### config.mk
export PLATFORM = sky130hd
export DESIGN_NAME = monthly_temperature_statistics_flat
export DESIGN_NICKNAME = d
export VERILOG_FILES = /design/src/rtl/core/mts_pkg.sv /design/src/rtl/core/mts_in_if.sv /design/src/rtl/core/mts_out_if.sv /design/src/rtl/core/mts_ram.sv /design/src/rtl/core/mts_div.sv /design/src/rtl/core/monthly_temperature_statistics.sv /design/src/flat_wrapper.sv
export SDC_FILE = /design/constraint.sdc
export NUM_CORES = 1
export LEC_CHECK = 0
export BUFFER_PORTS_ARGS = -buffer_cell sky130_fd_sc_hd__buf_4
export CAP_MARGIN = 40
export CELL_PAD_IN_SITES_DETAIL_PLACEMENT = 1
export CELL_PAD_IN_SITES_GLOBAL_PLACEMENT = 1
export CORE_ASPECT_RATIO = 1.1
export CORE_MARGIN = 4
export CORE_UTILIZATION = 35
export DETAILED_ROUTE_END_ITERATION = 12
export PLACE_DENSITY = 0.63
export SLEW_MARGIN = 20
export SYNTH_ARGS = -nofsm -noshare
export SYNTH_HDL_FRONTEND = slang
export SYNTH_HIERARCHICAL = 1
export SYNTH_SLANG_ARGS = --single-unit
### constraint.sdc
create_clock -name clk -period 5.85 [get_ports clk]
set_input_delay 0 -clock clk [delete_from_list [all_inputs] [get_ports clk]]
set_output_delay 0 -clock clk [all_outputs]
set_load 0.005 [all_outputs]
### src/rtl/core/mts_pkg.sv
package mts_pkg;

  localparam int MONTH_W     = 4;
  localparam int TEMP_W      = 8;
  localparam int FRAC_BITS   = 4;
  localparam int AVG_W       = 12;
  localparam int COUNT_OUT_W = 16;
  // quotient bits: |mean| * 16 never exceeds 128 * 16
  localparam int QUO_BITS    = TEMP_W + FRAC_BITS;

  localparam logic [1:0] ACT_ADD    = 2'd0;
  localparam logic [1:0] ACT_REPORT = 2'd1;
  localparam logic [1:0] ACT_CLEAR  = 2'd2;

  typedef struct packed {
    logic busy;
    logic done;
  } mts_div_stat_t;

endpackage

### src/rtl/core/mts_in_if.sv
interface mts_in_if
  import mts_pkg::*;
  ();
  logic                     valid;
  logic                     ready;
  logic [1:0]               action;
  logic [MONTH_W-1:0]       month;
  logic signed [TEMP_W-1:0] temperature;

  modport source (output valid, action, month, temperature, input ready);
  modport sink   (input valid, action, month, temperature, output ready);
endinterface

### src/rtl/core/mts_out_if.sv
interface mts_out_if
  import mts_pkg::*;
  ();
  logic                     valid;
  logic                     ready;
  logic [MONTH_W-1:0]       scope;
  logic                     has_data;
  logic [COUNT_OUT_W-1:0]   sample_count;
  logic signed [AVG_W-1:0]  average;
  logic signed [TEMP_W-1:0] maximum;
  logic signed [TEMP_W-1:0] minimum;

  modport source (output valid, scope, has_data, sample_count, average, maximum, minimum,
                  input ready);
  modport sink   (input valid, scope, has_data, sample_count, average, maximum, minimum,
                  output ready);
endinterface

### src/rtl/core/mts_ram.sv
module mts_ram #(
  parameter int WIDTH = 8,
  parameter int DEPTH = 16
) (
  input  logic                                     clk,
  input  logic                                     we,
  input  logic [(DEPTH > 1 ? $clog2(DEPTH) : 1)-1:0] waddr,
  input  logic [WIDTH-1:0]                         wdata,
  input  logic                                     re,
  input  logic [(DEPTH > 1 ? $clog2(DEPTH) : 1)-1:0] raddr,
  output logic [WIDTH-1:0]                         rdata
);

  logic [WIDTH-1:0] mem [DEPTH];
  logic [WIDTH-1:0] rdata_r;

  always_ff @(posedge clk) begin
    if (we) begin
      mem[waddr] <= wdata;
    end
    if (re) begin
      rdata_r <= mem[raddr];
    end
  end

  assign rdata = rdata_r;

endmodule

### src/rtl/core/mts_div.sv
module mts_div
  import mts_pkg::*;
#(
  parameter int CNT_W = 16
) (
  input  logic                       clk,
  input  logic                       rst_n,
  input  logic                       start,
  input  logic                       neg,
  input  logic [CNT_W+TEMP_W-1:0]    mag,
  input  logic [CNT_W-1:0]           divisor,
  output mts_div_stat_t              stat,
  output logic signed [AVG_W-1:0]    avg
);

  localparam int STEP_W = $clog2(QUO_BITS + 1);

  logic [CNT_W-1:0]    rem_r, rem_nxt;
  logic [QUO_BITS-1:0] low_r, low_nxt;
  logic [CNT_W-1:0]    div_r;
  logic                neg_r;
  logic [STEP_W-1:0]   step_r;
  logic                busy_r, done_r;
  logic [CNT_W:0]      trial, diff;
  logic                ge;
  logic [QUO_BITS-1:0] quo_neg;

  // one quotient bit per cycle; the low word shifts out dividend bits and in quotient bits
  assign trial = {rem_r, low_r[QUO_BITS-1]};
  assign ge    = trial >= {1'b0, div_r};
  assign diff  = trial - {1'b0, div_r};

  always_comb begin
    rem_nxt = ge ? diff[CNT_W-1:0] : trial[CNT_W-1:0];
    low_nxt = {low_r[QUO_BITS-2:0], ge};
  end

  always_ff @(posedge clk) begin
    if (!rst_n) begin
      busy_r <= 1'b0;
      done_r <= 1'b0;
      step_r <= '0;
    end else begin
      done_r <= 1'b0;
      if (start) begin
        busy_r <= 1'b1;
        step_r <= STEP_W'(QUO_BITS);
      end else if (busy_r) begin
        step_r <= step_r - 1'b1;
        if (step_r == STEP_W'(1)) begin
          busy_r <= 1'b0;
          done_r <= 1'b1;
        end
      end
    end
  end

  always_ff @(posedge clk) begin
    if (start) begin
      // |sum| * 16: top part is below the divisor, so only QUO_BITS steps remain
      rem_r <= mag[CNT_W+TEMP_W-1:TEMP_W];
      low_r <= {mag[TEMP_W-1:0], {FRAC_BITS{1'b0}}};
      div_r <= divisor;
      neg_r <= neg;
    end else if (busy_r) begin
      rem_r <= rem_nxt;
      low_r <= low_nxt;
    end
  end

  assign quo_neg   = -low_r;
  assign avg       = neg_r ? $signed(quo_neg[AVG_W-1:0]) : $signed(low_r[AVG_W-1:0]);
  assign stat.busy = busy_r;
  assign stat.done = done_r;

endmodule

### src/rtl/core/monthly_temperature_statistics.sv
// Monthly temperature statistics.
// in_ch (sink): valid/ready with action, month, temperature. Action add folds a
// sample into the year totals and, for month 1..MONTH_BINS, into that month's
// bin. Action report returns one transaction on out_ch for month 0 (year) or a
// month in range; other months give nothing. Action clear empties everything.
// out_ch (source): valid/ready with scope, has_data, sample_count, average
// (Q.4, truncated toward zero), maximum and minimum.
// Sequencing: clear, an add outside the month range, a dropped report and code 3
// finish on acceptance. An add does one synchronous read of the bin memory,
// then the write back. A report fetches the scope (a bin read for a month),
// then runs the serial divider (skipped when the scope is empty), then loads
// the output register, which drives out_ch.valid.
// One transaction is in work at a time; in_ch.ready is high while idle.
// When out_ch stalls, a pending result holds in the output register and the
// block keeps taking adds and clears; a second report waits until the first
// result is taken.
// Reset clears all bin valid flags, the year totals and the output valid;
// there is no clearing pass, an unwritten bin reads as empty.
module monthly_temperature_statistics
  import mts_pkg::*;
#(
  parameter int MONTH_BINS = 12,
  parameter int COUNT_BITS = 16
) (
  input  logic     clk,
  input  logic     rst_n,
  mts_in_if.sink   in_ch,
  mts_out_if.source out_ch
);

  localparam int SUM_W = COUNT_BITS + TEMP_W;
  localparam int BIN_W = MONTH_BINS > 1 ? $clog2(MONTH_BINS) : 1;
  localparam logic [COUNT_BITS-1:0] CNT_FULL = '1;

  localparam logic [2:0] ST_IDLE  = 3'd0;
  localparam logic [2:0] ST_READ  = 3'd1;
  localparam logic [2:0] ST_START = 3'd2;
  localparam logic [2:0] ST_DIV   = 3'd3;
  localparam logic [2:0] ST_OUT   = 3'd4;

  typedef struct packed {
    logic signed [SUM_W-1:0]  sum;
    logic [COUNT_BITS-1:0]    cnt;
    logic signed [TEMP_W-1:0] mx;
    logic signed [TEMP_W-1:0] mn;
  } stats_t;

  function automatic stats_t accum(input stats_t s, input logic signed [TEMP_W-1:0] t);
    stats_t r;
    r = s;
    if (s.cnt != CNT_FULL) begin
      if (s.cnt == '0) begin
        r.mx = t;
        r.mn = t;
      end else begin
        if (t > s.mx) r.mx = t;
        if (t < s.mn) r.mn = t;
      end
      r.sum = s.sum + SUM_W'(t);
      r.cnt = s.cnt + 1'b1;
    end
    return r;
  endfunction

  logic [2:0]               state_r, state_nxt;
  logic [1:0]               act_r;
  logic [BIN_W-1:0]         idx_r;
  logic [MONTH_W-1:0]       scope_r;
  logic signed [TEMP_W-1:0] temp_r;
  logic [MONTH_BINS-1:0]    bin_vld_r;
  logic                     rd_vld_r;
  stats_t                   year_r;
  stats_t                   snap_r;
  stats_t                   bin_rd, bin_new;
  logic [$bits(stats_t)-1:0] ram_rdata;

  logic                     in_acc, in_rng;
  logic [MONTH_W-1:0]       mon_m1;
  logic [BIN_W-1:0]         in_idx;

  logic                     out_valid_r;
  logic [MONTH_W-1:0]       out_scope_r;
  logic                     out_has_r;
  logic [COUNT_OUT_W-1:0]   out_cnt_r;
  logic signed [AVG_W-1:0]  out_avg_r;
  logic signed [TEMP_W-1:0] out_max_r, out_min_r;
  logic                     out_load;

  logic                     sum_neg;
  logic [SUM_W-1:0]         sum_neg_v, sum_mag;
  logic                     div_start;
  mts_div_stat_t            div_stat;
  logic signed [AVG_W-1:0]  div_avg;
  logic                     snap_has;

  assign in_ch.ready = state_r == ST_IDLE;
  assign in_acc      = in_ch.valid && in_ch.ready;
  assign mon_m1      = in_ch.month - 4'd1;
  assign in_idx      = mon_m1[BIN_W-1:0];
  assign in_rng      = (in_ch.month != '0) &&
                       ({1'b0, in_ch.month} <= (MONTH_W+1)'(MONTH_BINS));

  // empty bins read as zero until first written
  assign bin_rd  = rd_vld_r ? stats_t'(ram_rdata) : '0;
  assign bin_new = accum(bin_rd, temp_r);

  mts_ram #(
    .WIDTH ($bits(stats_t)),
    .DEPTH (MONTH_BINS)
  ) u_ram (
    .clk   (clk),
    .we    (state_r == ST_READ && act_r == ACT_ADD),
    .waddr (idx_r),
    .wdata (bin_new),
    .re    (in_acc),
    .raddr (in_idx),
    .rdata (ram_rdata)
  );

  assign snap_has  = snap_r.cnt != '0;
  assign sum_neg   = snap_r.sum[SUM_W-1];
  assign sum_neg_v = -snap_r.sum;
  assign sum_mag   = sum_neg ? sum_neg_v : snap_r.sum;
  assign div_start = state_r == ST_START && snap_has;

  mts_div #(
    .CNT_W (COUNT_BITS)
  ) u_div (
    .clk     (clk),
    .rst_n   (rst_n),
    .start   (div_start),
    .neg     (sum_neg),
    .mag     (sum_mag),
    .divisor (snap_r.cnt),
    .stat    (div_stat),
    .avg     (div_avg)
  );

  assign out_load = state_r == ST_OUT && (!out_valid_r || out_ch.ready);

  always_comb begin
    state_nxt = state_r;
    case (state_r)
      ST_IDLE: begin
        if (in_acc) begin
          if (in_ch.action == ACT_ADD && in_rng) begin
            state_nxt = ST_READ;
          end else if (in_ch.action == ACT_REPORT) begin
            if (in_ch.month == '0) state_nxt = ST_START;
            else if (in_rng) state_nxt = ST_READ;
          end
        end
      end
      ST_READ:  state_nxt = act_r == ACT_ADD ? ST_IDLE : ST_START;
      ST_START: state_nxt = snap_has ? ST_DIV : ST_OUT;
      ST_DIV:   if (div_stat.done) state_nxt = ST_OUT;
      ST_OUT:   if (out_load) state_nxt = ST_IDLE;
      default:  state_nxt = ST_IDLE;
    endcase
  end

  always_ff @(posedge clk) begin
    if (!rst_n) begin
      state_r     <= ST_IDLE;
      bin_vld_r   <= '0;
      year_r      <= '0;
      out_valid_r <= 1'b0;
    end else begin
      state_r <= state_nxt;
      if (in_acc && in_ch.action == ACT_CLEAR) begin
        bin_vld_r <= '0;
        year_r    <= '0;
      end else if (in_acc && in_ch.action == ACT_ADD) begin
        year_r <= accum(year_r, in_ch.temperature);
      end
      if (state_r == ST_READ && act_r == ACT_ADD) begin
        bin_vld_r[idx_r] <= 1'b1;
      end
      if (out_load) begin
        out_valid_r <= 1'b1;
      end else if (out_ch.ready) begin
        out_valid_r <= 1'b0;
      end
    end
  end

  always_ff @(posedge clk) begin
    if (in_acc) begin
      act_r    <= in_ch.action;
      idx_r    <= in_idx;
      scope_r  <= in_ch.month;
      temp_r   <= in_ch.temperature;
      rd_vld_r <= bin_vld_r[in_idx];
      snap_r   <= year_r;
    end
    if (state_r == ST_READ) begin
      snap_r <= bin_rd;
    end
    if (out_load) begin
      out_scope_r <= scope_r;
      out_has_r   <= snap_has;
      out_cnt_r   <= COUNT_OUT_W'(snap_r.cnt);
      out_avg_r   <= snap_has ? div_avg : '0;
      out_max_r   <= snap_has ? snap_r.mx : '0;
      out_min_r   <= snap_has ? snap_r.mn : '0;
    end
  end

  assign out_ch.valid        = out_valid_r;
  assign out_ch.scope        = out_scope_r;
  assign out_ch.has_data     = out_has_r;
  assign out_ch.sample_count = out_cnt_r;
  assign out_ch.average      = out_avg_r;
  assign out_ch.maximum      = out_max_r;
  assign out_ch.minimum      = out_min_r;

endmodule

### src/flat_wrapper.sv
// flat-port wrapper written by rule: the top's interface ports become plain ports
module monthly_temperature_statistics_flat import mts_pkg::*;
#(
  parameter int MONTH_BINS = 12,
  parameter int COUNT_BITS = 16
)
  (clk, rst_n, in_ch_valid, in_ch_action, in_ch_month, in_ch_temperature, in_ch_ready, out_ch_valid, out_ch_scope, out_ch_has_data, out_ch_sample_count, out_ch_average, out_ch_maximum, out_ch_minimum, out_ch_ready);
  mts_in_if in_ch_i ();
  mts_out_if out_ch_i ();
  input  logic clk;
  input  logic rst_n;
  input wire logic [$bits(in_ch_i.valid)-1:0] in_ch_valid;
  input wire logic [$bits(in_ch_i.action)-1:0] in_ch_action;
  input wire logic [$bits(in_ch_i.month)-1:0] in_ch_month;
  input wire logic [$bits(in_ch_i.temperature)-1:0] in_ch_temperature;
  output wire logic [$bits(in_ch_i.ready)-1:0] in_ch_ready;
  output wire logic [$bits(out_ch_i.valid)-1:0] out_ch_valid;
  output wire logic [$bits(out_ch_i.scope)-1:0] out_ch_scope;
  output wire logic [$bits(out_ch_i.has_data)-1:0] out_ch_has_data;
  output wire logic [$bits(out_ch_i.sample_count)-1:0] out_ch_sample_count;
  output wire logic [$bits(out_ch_i.average)-1:0] out_ch_average;
  output wire logic [$bits(out_ch_i.maximum)-1:0] out_ch_maximum;
  output wire logic [$bits(out_ch_i.minimum)-1:0] out_ch_minimum;
  input wire logic [$bits(out_ch_i.ready)-1:0] out_ch_ready;
  assign in_ch_i.valid = in_ch_valid;
  assign in_ch_i.action = in_ch_action;
  assign in_ch_i.month = in_ch_month;
  assign in_ch_i.temperature = in_ch_temperature;
  assign in_ch_ready = in_ch_i.ready;
  assign out_ch_valid = out_ch_i.valid;
  assign out_ch_scope = out_ch_i.scope;
  assign out_ch_has_data = out_ch_i.has_data;
  assign out_ch_sample_count = out_ch_i.sample_count;
  assign out_ch_average = out_ch_i.average;
  assign out_ch_maximum = out_ch_i.maximum;
  assign out_ch_minimum = out_ch_i.minimum;
  assign out_ch_i.ready = out_ch_ready;
  monthly_temperature_statistics #(.MONTH_BINS(MONTH_BINS), .COUNT_BITS(COUNT_BITS)) u_core (.clk(clk), .rst_n(rst_n), .in_ch(in_ch_i), .out_ch(out_ch_i));
endmodule
## Word-level counts from Yosys, hierarchy flattened

Memory sizes are Yosys's and may differ from the RTL's. A register that Yosys moved wholly into a read port is not among the register bits.
Index checks and enable logic that the tools add are counted.

| storage, ports and cells | value |
|---|---|
| register bits | 247 |
| RAM bits | 672 |
| input bits | 18 |
| output and inout bits | 51 |
| word-level logic and storage cells | 142 |
| memories kept | 1 |

| cells by class | value |
|---|---|
| add/sub/neg operators | 9 |
| $lt $le $gt $ge | 9 |
| equal/unequal tests | 14 |
| mux-type cells | 44 |
| bitwise gates (word level) | 3 |
| reduce and logical (&&, ||, !) cells | 31 |

Memory list:

| name | words | width | rd ports | clocked after memory_dff | wr ports | line | source |
|---|---|---|---|---|---|---|---|
| u_core.u_ram.mem | 12 | 56 | 1 | 1 | 1 | mts_ram.sv:14 | `logic [WIDTH-1:0] mem [DEPTH];` |

Operators with widths:

| operator | number |
|---|---|
| 56-bit 2-to-1 mux | 4 |
| 16-bit 2-to-1 mux | 5 |
| 12-bit 2-to-1 mux | 6 |
| 24-bit by 8-bit adder with 24-bit output | 2 |
| 16-bit by 1-bit adder with 16-bit output (second input constant) | 2 |
| 16-bit zero test | 2 |
| 8-bit 2-to-1 mux | 4 |
| 16-bit != test (second input constant) | 2 |
| 24-bit 2-to-1 mux | 1 |
| 3-bit 2-to-1 mux | 8 |
| 24-bit negation | 1 |
| 17-bit by 16-bit greater-or-equal comparator with 1-bit output | 1 |
| 8-bit greater-than comparator | 2 |
| 8-bit less-than comparator | 2 |
| 16-bit nonzero test | 1 |
| 16-bit subtractor | 1 |
| 3-bit one-hot mux with 5 select lines | 1 |
| 12-bit negation | 1 |
| 12-bit OR | 1 |
| 4-bit by 5-bit less-than comparator with 1-bit output (second input constant) | 2 |
| 1-bit 2-to-1 mux | 10 |
| 2-bit nonzero test | 5 |
| 1-bit logical AND | 9 |
| 4-bit 2-to-1 mux | 2 |
| other kinds (28) | 35 |

## Longest topological paths before layout

Gate-level depths: netlist of run 1.

| logic depth | value |
|---|---|
| word-level depth | 8 |
| mapped depth | 15 |
| mapped depth without buffers | 12 |

## Modules after synthesis

Netlist of run 1, hierarchy kept.

By module, submodules not included:

| module | instances | cells an instance | area each (µm²) | sequential area each (µm²) |
|---|---|---|---|---|
| mts_ram | 1 | 1,147 | 27,350.0 | 21,861.0 |
| monthly_temperature_statistics | 1 | 1,323 | 12,101.6 | 5,165.0 |
| mts_div | 1 | 300 | 3,161.8 | 1,431.4 |

## Least setup slack after synthesis of run 1

No wires, ideal clock.

| timing path | value |
|---|---|
| kind | register to register |
| start point | reg u_core.state_r[0] |
| end point | mem u_core/u_ram/mem[0][0] (netlist name) (enable) |
| setup time | 0.539 ns |
| data arrival time | 5.332 ns |
| data required time | 5.311 ns |
| setup slack | -0.021 ns |
| cell stages (with the launch flop) | 6 |
| path buffers | 1 |
| clock period less this slack | 5.871 ns |
| cells stage by stage | dfxtp_1 -> clkbuf_1 -> nand2_1 -> nor3_1 -> or3b_2 -> nor3_1 |

| between the ends | value |
|---|---|
| cells in the longest elaborated chain, start to end | 4 |

RTL lines:

| element | line | source |
|---|---|---|
| start: declaration | monthly_temperature_statistics.sv:65 | `logic [2:0] state_r, state_nxt;` |
| start signal: assignment | monthly_temperature_statistics.sv:169 | `state_r <= state_nxt;` |
| 3-bit by 1-bit == test with 1-bit output | monthly_temperature_statistics.sv:112 | `.we (state_r == ST_READ && act_r == ACT_ADD),` |
| 1-bit logical AND | monthly_temperature_statistics.sv:112 |  |
| 1-bit 2-to-1 mux | mts_ram.sv:18 | `if (we) begin` |
| 1-bit 2-to-1 mux (not written as such) | mts_ram.sv:19 | `mem[waddr] <= wdata;` |
| end: declaration | mts_ram.sv:14 |  |

Every way passes these cells.

==> flow_summary.ini, run 1 <==
[global_routing]
grt-ovfl-total = 0
grt_first_pass_wirelength_um = 174000
grt_use_total = 0.180
grt_pass1_vias = 26300
grt_start_max_net_pins = 119
antenna_found_initial = 3

[setup_path]
path_cells = buf_4, nand2_1, ha_1, nand3b_1, a2111oi_0, o31ai_2, buf_4, mux2i_1
start_kind = flop
required_ns = 6.21
crit_slowest_cell = a2111oi_0
cpMostUsedCell = buf_4
worstSetupPathType = reg -> reg
cpPeakStageDelay_ns = 0.78
worst_ep_arrival_time_ns = 4.88
path_max_fanout = 58
cp-end-kind = flop

[final_layout]
fin_area_mm2 = 0.0491
nNetsFinal = 3040
stdcell_count = 4634
drive_gt1_frac = 0.184
antennaDiodeCount = 0
area_growth_pct = 15.1

[power_and_ir_drop]
powerDensity_mw_per_mm2 = 439
irDropWorstVdd_uv = 248
leakage_nw = 16.5

[route]
ant_nets = 0
avgRoutedWirePerCell_um = 25.0
drt-initial-drc-count = 2013
routed_wl_um = 116000
first_pass_iters = 5
vias = 25000
vias_per_cell = 5.39
drc = 0

[sta]
maxClockFrequency_mhz = 221
slew_viol_final = 0
holdWs_ns = 0.0801
finalSetupTns_ns = 0
fin_worst_skew_ns = 0.0222
setup_viol = 0
worst_pin_slew_ns = 1.05
rsz0062_at_grt = false
hold_viol_final = 0
relSlewSlack = 0.301
finalCritPeriodShare = 0.772
setup_ws_ns = 1.33
fin_crit_ns = 4.52

[cts]
cts_setup_buffers = 0
tritoncts = done
clockBufferDepth = 3
root_buffer = clkbuf_16
clock_sinks = 975
htree_levels = 3
cts_buffers = 102
clock_latency_ns = 0.69
cts_resized = 0
clkTransAtPathRegs_ns = 0.06
cts_hold_buf = 17

[die]
dieArea_mm2 = 0.127
fp.dieH_um = 374
core.rowCount = 134
initial_utilization = 0.352
core-area_mm2 = 0.121
io_pins = 69
fp.dieW_um = 341

[synthesis]
ys_warn_count = 6
synth_area_per_cell_um2 = 15.4
syn_nets = 2891
synth_cells = 2769
synth_area_mm2 = 0.0426

[min_path]
hold_path.class = in -> reg

[job]
maxCapViolCount = 0

[place]
dpl.hpwl_um = 72700
dp_cells = 4415
port_buffers = 68
place_area_mm2 = 0.0455
dp_slack_ns = 1.39
gp_congestion = 0.878

[status]
outcome = finished clean
[registers in the layout, indices dropped and copies added (netlist names), 8 cells and up]
signal                      count
u_core/bin_vld_r               12
u_core/out_ch.average          12
u_core/out_ch.maximum           8
u_core/out_ch.minimum           8
u_core/out_ch.sample_count     16
u_core/snap_r                  56
u_core/temp_r                   8
u_core/u_div/div_r             16
u_core/u_div/low_r             12
u_core/u_div/rem_r             16
u_core/u_ram/mem              672
u_core/u_ram/rdata             56
u_core/year_r                  56
[report_power, final]
part           internal, W  switching (W)  total (W)
clock              0.00366        0.00271    0.00637
sequential         0.00928       0.000525    0.00981
combinational      0.00190        0.00348    0.00538
total               0.0148        0.00671     0.0216
[through the flow]
| stage | util | total power, W |
|---|---|---|
| 3_3_place_gp | 0.374 | 0.0149 |
| 4_1_cts | 0.404 | 0.0217 |
| 5_1_grt | 0.405 | 0.0226 |
| 3_5_place_dp | 0.376 | 0.0153 |
| 2_1_floorplan | - | 0.0133 |
| 6_report | 0.405 | 0.0216 |
[cell type report]
type                       count  area, um^2
clock inverter                56         566
tap                         1632        2040
fill                       12200       72000
sequential                   975       28500
clock buffer                 132        2700
inverter                      97         373
multi-input combinational   1571       13300
timing repair buffer         171        1600
[worst max-delay path, delay by kind of cell (launching register included)]
family / cells / cell delay (ns)
adder cells (fa/ha/maj): 1 / 0.41
AND/OR/NAND/NOR: 2 / 0.53
multiplexers: 1 / 0.69
AO/OA/AOI/OAI: 2 / 0.98
flip-flops: 1 / 0.69
buffers and inverters: 2 / 0.87
[final timing paths]
path	depth (start not counted)	to	slack, ns	start
worst max-delay path	8	u_core/u_ram/mem[3][5]$_DFFE_PP_	1.33	u_core/rd_vld_r$_DFFE_PP_
worst min-delay path	2	u_core/scope_r[1]$_DFFE_PP_	0.08	in_ch_month[1]
worst max register to register	8	u_core/u_ram/mem[3][5]$_DFFE_PP_	1.33	u_core/rd_vld_r$_DFFE_PP_
worst min register to register	0	u_core/out_ch.scope[1]$_DFFE_PP_	0.42	u_core/scope_r[1]$_DFFE_PP_
[layer usage]
layer / track usage / routed length, um / vias to the layer above
li1: - / - / 11100
met4: 0.0566 / 3390 / 0
met3: 0.0220 / 4940 / 173
met5: 0 / 0 / -
met1: 0.242 / 50700 / 13100
met2: 0.306 / 57000 / 599
[cells in the final DEF (no fill, tap or decap), types with 80 or more instances in the layout]
cell	count
dfxtp_1	82
mux2i_1	157
clkbuf_16	103
a21oi_1	87
nor2_1	80
buf_4	113
inv_1	94
ha_1	101
nand2_1	244
mux4_2	115
edfxtp_1	893
o21ai_0	125
Note: power is estimated with default switching activity, not from simulation.
==> run 2, diff against run 1 <==
--- a/config.mk
+++ b/config.mk
@@ -5,6 +5,7 @@
 export SDC_FILE = /design/constraint.sdc
 export NUM_CORES = 1
 export LEC_CHECK = 0
+export ABC_AREA = 1
 export BUFFER_PORTS_ARGS = -buffer_cell sky130_fd_sc_hd__buf_4
 export CAP_MARGIN = 40
 export CELL_PAD_IN_SITES_DETAIL_PLACEMENT = 1
@@ -13,7 +14,7 @@
 export CORE_MARGIN = 4
 export CORE_UTILIZATION = 35
 export DETAILED_ROUTE_END_ITERATION = 12
-export PLACE_DENSITY = 0.63
+export PLACE_DENSITY = 0.64
 export SLEW_MARGIN = 20
 export SYNTH_ARGS = -nofsm -noshare
 export SYNTH_HDL_FRONTEND = slang
==> constraint.sdc (replaced) <==
create_clock -name clk -period 4.2 [get_ports clk]
set_input_delay 0 -clock clk [delete_from_list [all_inputs] [get_ports clk]]
set_output_delay 0 -clock clk [all_outputs]
set_load 0.005 [all_outputs]
==> flow_summary.ini, run 2 <==
[status]
outcome = finished clean

[final_layout]
stdcell_count = 6835
antennaDiodeCount = 0
fillers = 15000
nNetsFinal = 5094
regMostFlops = u_core/u_ram/mem
drive_gt1_frac = 0.0771
final_cell_mix = nand2_1 (1297), edfxtp_1 (893), inv_1 (716), nand3_1 (497), nor2_1 (322)
largest_reg_flops = 672
area_growth_pct = 13.3
final_common_cell = nand2_1
fin_area_mm2 = 0.0529

[min_path]
hold_depth = 2
min_from = in_ch_action[0]
min_to = u_core/act_r[0]$_DFFE_PP_
hold_path.class = in -> reg

[die]
fp.dieH_um = 391
core-area_mm2 = 0.133
fp.dieW_um = 356
dieArea_mm2 = 0.139
core.rowCount = 140
io_pins = 69
initial_utilization = 0.352

[setup_path]
path_cells = buf_12, nand2_1, inv_1, ha_1, nand3_2, nor4_1, nand2_2, buf_4, o21ai_1
start_kind = flop
cp_top_family = simple AND/OR/NAND/NOR gates
worstSetupPathType = reg -> reg
worst_r2r_startpoint = u_core/rd_vld_r$_DFFE_PP_
cp-end-kind = flop
cpPeakStageDelay_ns = 0.63
crit_slowest_cell = o21ai_1
worst_ep_arrival_time_ns = 3.91
worst-r2r-setup-slack_ns = 0.69
r2r-end = u_core/u_ram/mem[2][36]$_DFFE_PP_
path_max_fanout = 28
path_buf_inv = 3
required_ns = 4.59
r2r_cells = 9

[route]
drc = 0
ant_nets = 0
first_pass_iters = 5
vias = 34300
routed_wl_um = 140000
vias_per_cell = 5.01
drt-initial-drc-count = 2280
avgRoutedWirePerCell_um = 20.5

[power_and_ir_drop]
irDropWorstVdd_uv = 323
leakage_nw = 22.0
powerDensity_mw_per_mm2 = 466
fin_total_pwr_w = 0.0247

[sta]
relSlewSlack = 0.348
fin_crit_ns = 3.51
finalSetupTns_ns = 0
setup_viol = 0
worst_pin_slew_ns = 0.978
maxClockFrequency_mhz = 285
rsz0062_at_grt = false
hold_viol_final = 0
finalCritPeriodShare = 0.837
slew_viol_final = 0
fin_worst_skew_ns = 0.0230

[global_routing]
grt_use_total = 0.200
grt_pass1_vias = 34800
top_usage_layer = met2
grt_start_max_net_pins = 166
antenna_found_initial = 3
grt-ovfl-total = 0
grt_first_pass_wirelength_um = 214000
use_met3 = 0.0232
use_met2 = 0.341
use_met1 = 0.272

[cts]
clock_sinks = 975
cts_setup_buffers = 0
htree_levels = 3
clkTransAtPathRegs_ns = 0.07
cts_resized = 0
root_buffer = clkbuf_16
tritoncts = done
clockBufferDepth = 3
clock_latency_ns = 0.71
cts_buffers = 100

[place]
place_area_mm2 = 0.0493
port_buffers = 68
dp_cells = 6617
gp_congestion = 0.894
dpl.hpwl_um = 87500

[synthesis]
syn_nets = 5007
synth_area_mm2 = 0.0467
synth_area_per_cell_um2 = 9.56
ys_warn_count = 6
synth_cells = 4885

[job]
maxCapViolCount = 0
==> run 2: routing by layer <==
layer  up-vias  part of all wire
met4         0             0.020
met1     17200              0.45
met2       623              0.49
met3       165             0.041
li1      16300                 -
met5         -                 0
==> run 2: repair_timing <==
action | CTS | global route
endpoints found under the hold margin | 77 | 0
setup endpoints to repair | 0 | 0
hold buffers | 21 | 0
==> run 2: through the flow <==
| step | hold WS [ns] | setup WS (ns) | util |
|---|---|---|---|
| 6_report | 0.0533 | 0.685 | 0.399 |
| 5_1_grt | 0.0254 | 0.433 | 0.399 |
| 4_1_cts | 0.000663 | 0.650 | 0.398 |
| 3_5_place_dp | 0.192 | 0.690 | 0.372 |
| 3_3_place_gp | 0.191 | 0.547 | 0.371 |
| 2_1_floorplan | 0.0989 | 0.285 | - |
==> run 2: final cells by class <==
class                   instances  area (um^2)  share of cell area
flip-flops and latches        975        28500               0.538
multi-input cells            2984        14500               0.273
inverters                     731         2770              0.0524
clock buffers                 128         2680              0.0506
well taps                    1775         2220              0.0420
repair buffers                180         1760              0.0333
clock inverters                62          572              0.0108
==> run 2: worst max-delay path by stage <==
| stage | startpoint | to | slack, ns | depth (start not counted) |
|---|---|---|---|---|
| global route | u_core/rd_vld_r$_DFFE_PP_ | u_core/u_ram/mem[6][44]$_DFFE_PP_ | 0.43 | 16 |
| CTS | u_core/rd_vld_r$_DFFE_PP_ | u_core/u_ram/mem[11][26]$_DFFE_PP_ | 0.65 | 11 |
| floorplan | u_core/state_r[2]$_SDFFE_PN0P_ | u_core/u_ram/mem[10][0]$_DFFE_PP_ | 0.29 | 5 |
| global placement | u_core/rd_vld_r$_DFFE_PP_ | u_core/u_ram/mem[0][40]$_DFFE_PP_ | 0.55 | 13 |
| finish | u_core/rd_vld_r$_DFFE_PP_ | u_core/u_ram/mem[2][36]$_DFFE_PP_ | 0.69 | 9 |
| detailed placement | u_core/rd_vld_r$_DFFE_PP_ | u_core/u_ram/mem[9][26]$_DFFE_PP_ | 0.69 | 11 |
==> run 2: power by group <==
| group | leakage (nW) | switching [W] | internal, W |
|---|---|---|---|
| combinational | 11.5 | 0.00287 | 0.00111 |
| clock | 1.59 | 0.00388 | 0.00498 |
| sequential | 8.88 | 0.000237 | 0.0116 |
